==> config.mk <==
export PLATFORM = sky130hd
export DESIGN_NAME = ocsdf_lerp
export DESIGN_NICKNAME = d
export VERILOG_FILES = /design/src/rtl/ocsdf_pkg.sv /design/src/rtl/ocsdf_lerp.sv
export SDC_FILE = /design/constraint.sdc
export NUM_CORES = 2
export LEC_CHECK = 0
export CAP_MARGIN = 20
export CORE_MARGIN = 2
export CORE_UTILIZATION = 40
export CTS_BUF_LIST = sky130_fd_sc_hd__clkbuf_8
export DETAILED_ROUTE_END_ITERATION = 6
export DONT_BUFFER_PORTS = 1
export PLACE_DENSITY = 0.55
export SLEW_MARGIN = 5
export SYNTH_ARGS = -nofsm -noshare
export SYNTH_HDL_FRONTEND = slang
export SYNTH_SLANG_ARGS = --single-unit
==> constraint.sdc <==
create_clock -name aclk -period 9.8 [get_ports aclk]
set_clock_uncertainty 0.05 [all_clocks]
set_input_delay 0.98 -clock aclk [delete_from_list [all_inputs] [get_ports aclk]]
set_output_delay 0.98 -clock aclk [all_outputs]
set_load 0.02 [all_outputs]
==> src/rtl/ocsdf_pkg.sv <==
// Shared constants and types for the octree SDF point query block.
package ocsdf_pkg;

    // Fixed field formats
    localparam int VALUE_BITS      = 16;
    localparam int COORD_FRAC_BITS = 24;
    localparam int POS_W           = COORD_FRAC_BITS + 1;
    localparam int OFS_W           = 12;
    localparam int NIDX_W          = 12;

    // Stream packing
    localparam int S_DATA_W = 120;
    localparam int M_DATA_W = 32;
    localparam int USER_W   = 2;

    // Interpolation datapath: three blend levels, each adds COORD_FRAC_BITS fraction bits
    localparam int ACC_W   = VALUE_BITS + 3 * COORD_FRAC_BITS + 1;
    localparam int DIFF_W  = ACC_W + 1;
    localparam int CHUNK_W = COORD_FRAC_BITS;
    localparam int PROD_W  = (CHUNK_W + 1) + (POS_W + 1);
    localparam int FLOOR_LSB = 3 * COORD_FRAC_BITS;

    // Operation codes (s_tuser)
    localparam logic [1:0] OP_WR_OFS = 2'd0;
    localparam logic [1:0] OP_WR_VAL = 2'd1;
    localparam logic [1:0] OP_QUERY  = 2'd2;

    // Fault codes (m_tuser)
    localparam logic [1:0] FLT_OK    = 2'd0;
    localparam logic [1:0] FLT_DEPTH = 2'd1;
    localparam logic [1:0] FLT_RANGE = 2'd2;

    // Coordinate constants
    localparam logic [POS_W-1:0] POS_ONE  = POS_W'(1) << COORD_FRAC_BITS;
    localparam logic [POS_W-1:0] POS_HALF = POS_W'(1) << (COORD_FRAC_BITS - 1);

    typedef logic [1:0] chunk_cnt_t;

    // Blend unit control
    typedef struct packed {
        logic       start;
        chunk_cnt_t last_chunk;
    } lerp_ctl_t;

endpackage

==> src/rtl/ocsdf_lerp.sv <==
// Exact linear blend unit: result = a * 2^F + (b - a) * t, multiplied in 24-bit chunks.
module ocsdf_lerp (
    input  logic                                aclk,
    input  logic                                aresetn,
    input  ocsdf_pkg::lerp_ctl_t                ctl,
    input  logic signed [ocsdf_pkg::ACC_W-1:0]  op_a,
    input  logic signed [ocsdf_pkg::ACC_W-1:0]  op_b,
    input  logic [ocsdf_pkg::POS_W-1:0]         weight,
    output logic                                done,
    output logic signed [ocsdf_pkg::ACC_W-1:0]  result
);
    import ocsdf_pkg::*;

    localparam logic [1:0] L_IDLE = 2'd0;
    localparam logic [1:0] L_MUL  = 2'd1;
    localparam logic [1:0] L_ACC  = 2'd2;

    logic [1:0]                state_reg, state_next;
    chunk_cnt_t                c_reg, c_next;
    chunk_cnt_t                last_reg, last_next;
    logic                      done_reg, done_next;
    logic signed [ACC_W-1:0]   acc_reg, acc_next;
    logic [DIFF_W-1:0]         diff_reg, diff_next;
    logic signed [PROD_W-1:0]  prod_reg, prod_next;
    logic [POS_W-1:0]          t_reg, t_next;

    logic [CHUNK_W:0]          chunk_raw;
    logic signed [CHUNK_W:0]   chunk_op;
    logic signed [POS_W:0]     t_op;
    logic [ACC_W-1:0]          prod_ext;
    logic [ACC_W-1:0]          addend;

    // Chunk of the difference for this step; the top chunk carries the sign
    always_comb begin
        unique case (c_reg)
            2'd0:    chunk_raw = diff_reg[0 +: CHUNK_W + 1];
            2'd1:    chunk_raw = diff_reg[CHUNK_W +: CHUNK_W + 1];
            default: chunk_raw = diff_reg[2 * CHUNK_W +: CHUNK_W + 1];
        endcase
        if (c_reg == last_reg) begin
            chunk_op = $signed(chunk_raw);
        end else begin
            chunk_op = $signed({1'b0, chunk_raw[CHUNK_W-1:0]});
        end
        t_op = $signed({1'b0, t_reg});
    end

    // Shift the registered partial product into place
    always_comb begin
        prod_ext = {{(ACC_W - PROD_W){prod_reg[PROD_W-1]}}, prod_reg};
        unique case (c_reg)
            2'd0:    addend = prod_ext;
            2'd1:    addend = prod_ext << CHUNK_W;
            default: addend = prod_ext << (2 * CHUNK_W);
        endcase
    end

    // Sequencer: start, then multiply / accumulate per chunk
    always_comb begin
        state_next = state_reg;
        c_next     = c_reg;
        last_next  = last_reg;
        done_next  = 1'b0;
        acc_next   = acc_reg;
        diff_next  = diff_reg;
        prod_next  = prod_reg;
        t_next     = t_reg;
        unique case (state_reg)
            L_IDLE: begin
                if (ctl.start) begin
                    acc_next   = op_a <<< COORD_FRAC_BITS;
                    diff_next  = {op_b[ACC_W-1], op_b} - {op_a[ACC_W-1], op_a};
                    t_next     = weight;
                    c_next     = '0;
                    last_next  = ctl.last_chunk;
                    state_next = L_MUL;
                end
            end
            L_MUL: begin
                prod_next  = chunk_op * t_op;
                state_next = L_ACC;
            end
            L_ACC: begin
                acc_next = $signed(ACC_W'(acc_reg + addend));
                if (c_reg == last_reg) begin
                    done_next  = 1'b1;
                    state_next = L_IDLE;
                end else begin
                    c_next     = c_reg + 2'd1;
                    state_next = L_MUL;
                end
            end
            default: begin
                state_next = L_IDLE;
            end
        endcase
    end

    always_ff @(posedge aclk) begin
        if (!aresetn) begin
            state_reg <= L_IDLE;
            done_reg  <= 1'b0;
        end else begin
            state_reg <= state_next;
            done_reg  <= done_next;
        end
        c_reg    <= c_next;
        last_reg <= last_next;
        acc_reg  <= acc_next;
        diff_reg <= diff_next;
        prod_reg <= prod_next;
        t_reg    <= t_next;
    end

    assign done   = done_reg;
    assign result = acc_reg;

endmodule

-- Word level (Yosys, flattened, before mapping)
Cells that the tools add are included.
- add/subtract/negate cells: 3
- multiply operators: 1
- eq/ne operators: 6
- mux-type cells: 12
- reduce and logical (&&, ||, !) cells: 7
- operators by type and width (cell ; number):
    one-hot mux 89 bit (2 select lines) ; 2
    adder 89 bit ; 1
    2-to-1 mux 89 bit ; 1
    subtractor 73 bit ; 1
    multiplier 25 x 26 -> 51 bit ; 1
    one-hot mux 25 bit (2 select lines) ; 1
    2-to-1 mux 25 bit ; 1
    2-to-1 mux 2 bit ; 3
    one-hot mux 2 bit (3 select lines) ; 1
    AND reduction 2 bit ; 3
    equality test 2 x 1 -> 1 bit (second input constant) ; 2
    zero test 2 bit ; 2
    != test 2 bit (second input constant) ; 2
    one-hot mux 2 bit (2 select lines) ; 1
    AND reduction 3 bit ; 1
    adder 2 x 1 -> 2 bit (second input constant) ; 1
    equality test 2 bit ; 1
    equality test 2 bit (second input constant) ; 1
    2-to-1 mux 1 bit ; 2
    nonzero test 2 bit ; 1
- flip-flop bits (word level): 245
- input bits: 208
- output and inout bits: 90
- logic and storage cells: 37

-- Longest topological paths before layout
- depth after elaboration: 4
- mapped depth: 33
- depth with buffers taken out: 30

-- Least setup slack after synthesis
Ideal clock, no wire load.
- path kind: input port to flip-flop
- from: in ctl[2] in the netlist's numbering
- to: reg diff_reg[0] (enable)
- setup time: 0.701 ns
- data arrival time: 8.155 ns
- data required time: 9.049 ns
- setup slack: 0.894 ns
- stages on the path: 1
- path buffers: 0
- path through: nor3b_1
- cells in the longest elaborated chain, start to end: 1
- ends and longest elaborated chain (what ; RTL line ; RTL):
    start: declaration ; ocsdf_lerp.sv:5 ; input ocsdf_pkg::lerp_ctl_t ctl,
    AND reduction 2 bit (no line) ; n/a ;
    end signal: assignment ; ocsdf_lerp.sv:110 ; diff_reg <= diff_next;
    end: declaration ; ocsdf_lerp.sv:23 ; logic [DIFF_W-1:0] diff_reg, diff_next;
No other way between the ends.
A chain may end at the register's enable or synchronous reset.

-- Final worst setup path
- from: reg c_reg[0]
- to: reg prod_reg[49] (data pin)
- cells in the longest elaborated chain, start to end: 4
- elaborated cells on any way between the ends: 6
- classes of those cells: mul: 1; eq/ne: 2; mux: 2; reduce/logical: 1
- ends and longest elaborated chain (what ; RTL line ; RTL):
    start: declaration ; ocsdf_lerp.sv:19 ; chunk_cnt_t c_reg, c_next;
    start signal: assignment ; ocsdf_lerp.sv:107 ; c_reg <= c_next;
    equality test 2 x 1 -> 1 bit / zero test 2 bit (equally long branches) ; ocsdf_lerp.sv:35 ; unique case (c_reg)
    one-hot mux 25 bit (2 select lines) ; ocsdf_lerp.sv:35 ;
    2-to-1 mux 25 bit * ; ocsdf_lerp.sv:40 ; if (c_reg == last_reg) begin
    multiplier 25 x 26 -> 51 bit * ; ocsdf_lerp.sv:80 ; prod_next = chunk_op * t_op;
    end signal: assignment ; ocsdf_lerp.sv:111 ; prod_reg <= prod_next;
    end: declaration ; ocsdf_lerp.sv:24 ; logic signed [PROD_W-1:0] prod_reg, prod_next;
Mark *: on every way between the ends. The rest lies on a longest branch, timed or not.

==> impl_metrics.toml <==
[timing]
final.min_clock_period_ns = 8.97
slew_headroom_pct = 24.6
tightestPinTransition_ns = 1.13
grt_setup_unrepaired = "no"
min_period_over_period_pct = 91.5
finalSetupTns_ns = 0
finalSetupViolCount = 0
max_freq_mhz = 111
final-max-slew-violation-count = 0
finalHoldViolations = 0

[job]
max-cap-violations = 0

[synthesis]
seq_area_frac_synth_pct = 18.2
synth_flop_cell = "edfxtp_1"
yosysWarningCount = 0
avgSynthCellArea_um2 = 8.87
async_reset_ff_share_pct = 0
synth-edff-count = 242
netlist_instances = 4537
syn-num-nets = 5647
syn_area_um2 = 40300
synth_cell_types = 88
synth_seq_cells = 245

[floorplanning]
initial_core_util_pct = 40.3
die_h_um = 321
io_pins = 298
std_cell_rows = 116
coreArea_um2 = 99900
die_x_um = 321
die_area_um2 = 103000

[critical_path]
reg2reg_depth = 28
rr_endpoint = "prod_reg[49]"
path_max_fanout = 25
crit_top_cell = "fa_1"
worstReg2RegStart = "c_reg[0]"
cp_top_family = "adder cells"
crit_arrival_ns = 9.32
crit_slowest_cell = "nor2_4"
cp_num_buf_inv = 5
critPathKind = "reg -> reg"
critPathRequiredTime_ns = 10.15
slowest_delay_ns = 0.57
critPathLaunchType = "flip-flop"
rrSetupSlack_ns = 0.83
cp-end-kind = "flip-flop"

[grt]
grt_pass1_wl_um = 200000
track_usage_pct = 25.6
antenna_found_initial = 10
grt_max_degree = 93
grt_pass1_vias = 31700
overflow = 0

[layout]
nets = 5544
largest_reg_flops = 89
fin_util_pct = 42.6
area_growth_pct = 5.76
fill_cells = 10100
layout-drive-gt1-share_pct = 4.16

[route]
route.vias.total = 32300
dr.pass1.iters = 6
drt_wl_total_um = 132000
vias_per_cell = 5.60
drt-initial-drc-count = 2673
drc = 0
wire_per_inst_um = 22.9
ant_nets = 0

[clocking]
cts_max_level = 2
clkLatencyLatePin_ns = 0.68
clockBufferDepth = 3
cts_resized = 0
cts_tree = "yes"
hold_buffers = 0
clock-root-buffer = "clkbuf_8"
cts_sinks = 245
numCtsBuffers = 46
postCtsSetupBuffers = 0
clk_pin_slew_ns = 0.06

[min_path]
min-delay-start = "weight[0]"
worstHoldPathCells = 0
hold_path_class = "in -> reg"
hold_path_end = "t_reg[0]"

[placed_design]
port_buffers = 0
hpwl_um = 111000
gp_congestion = 0.955

[run_status]
status = "finished, final reports clean"
-- worst register-to-register path, delay by kind of cell (launching register included) --
kind | cells | cell delay (ns)
adders and majority gates | 9 | 3.94
DFF | 1 | 0.46
AOI/OAI and AO/OA | 5 | 1.58
buffers and inverters | 5 | 0.49
and+or+nand+nor | 8 | 2.10
xor gates and xnor gates | 1 | 0.10
-- per-layer routing --
metal,global-route usage [%],up-vias,wire length (um)
met5,0,-,27
met4,5.49,4,2870
met3,3.54,150,8840
met2,41.8,1083,62200
met1,36.2,16400,58500
li1,-,14700,-
-- synth_stat cells, types with 38 or more instances --
| cell | instances | area, um^2 |
|---|---|---|
| nand3_1 | 46 | 230 |
| clkbuf_1 | 199 | 747 |
| fa_1 | 528 | 10600 |
| ha_1 | 374 | 4680 |
| nand4_1 | 71 | 444 |
| a21oi_1 | 257 | 1290 |
| xnor2_1 | 122 | 1070 |
| a21o_1 | 121 | 908 |
| nor3_1 | 38 | 190 |
| nor2_1 | 159 | 597 |
| inv_1 | 719 | 2700 |
| nand2_1 | 625 | 2350 |
| xor2_1 | 68 | 596 |
| o21bai_1 | 62 | 465 |
| nor2b_1 | 120 | 751 |
| and2_1 | 186 | 1160 |
| edfxtp_1 | 242 | 7270 |
| o21ai_0 | 166 | 831 |
-- worst max-delay path by stage --
stage / from / end / cells after the start
global placement: c_reg[0] / prod_reg[49] / 28
CTS: c_reg[0] / prod_reg[49] / 28
detailed placement: c_reg[0] / prod_reg[49] / 28
finish: c_reg[0] / prod_reg[49] / 28
floorplan: ctl[2] / diff_reg[0] / 1
global route: c_reg[0] / prod_reg[49] / 29
-- stage by stage --
stage | hold WS, ns | setup slack (ns) | instances | area [um^2]
5_1_grt | 0.300 | 0.355 | 5771 | 42600
6_report | 0.349 | 0.831 | 5778 | 42600
3_3_place_gp | 0.597 | 0.929 | 5682 | 41600
2_1_floorplan | 0.553 | 0.894 | 4537 | 40300
4_1_cts | 0.271 | 0.900 | 5766 | 42500
3_5_place_dp | 0.611 | 0.922 | 5682 | 41600
-- logic make-up after synthesis --
group / share of synthesized area [%]
XOR/XNOR: 4.13
AND/OR/NAND/NOR: 16.1
AO/OA/AOI/OAI: 14.8
multiplexers: 0.0497
flip-flops: 18.2
adder cells (fa/ha/maj): 37.9
buffers and inverters: 8.88
-- final cells by class --
type | instances | area (um^2) | area share (%)
diodes | 10 | 25.0 | 0.0588
clock buffers | 47 | 647 | 1.52
clock inverters | 37 | 219 | 0.514
inverters | 719 | 2700 | 6.34
multi-input cells | 3346 | 29400 | 69.1
flip-flops and latches | 245 | 7330 | 17.2
well taps | 1298 | 1620 | 3.81
repair buffers | 76 | 623 | 1.46
-- cell usage in the layout (no fill, tap or decap), types with 26 or more instances in the layout --
master and n:
a22oi_1 26, ha_1 372, a21o_1 121, fa_1 528, edfxtp_1 242, nand3_1 46, nor2_1 157, xor2_1 68
inv_1 734, nor3_1 38, a221o_1 27, clkbuf_8 47, nand2_1 625, nand4_1 71, o21ai_0 166, buf_4 73
a31oi_1 30, o21bai_1 62, a22o_1 28, a21oi_1 253, xnor2_1 122, nand2b_1 36, and2_1 186, nor2b_1 118
Power is left out: the tool's default activity adds up to more than one toggle a clock period on the data nets, which glitch-free logic cannot reach.
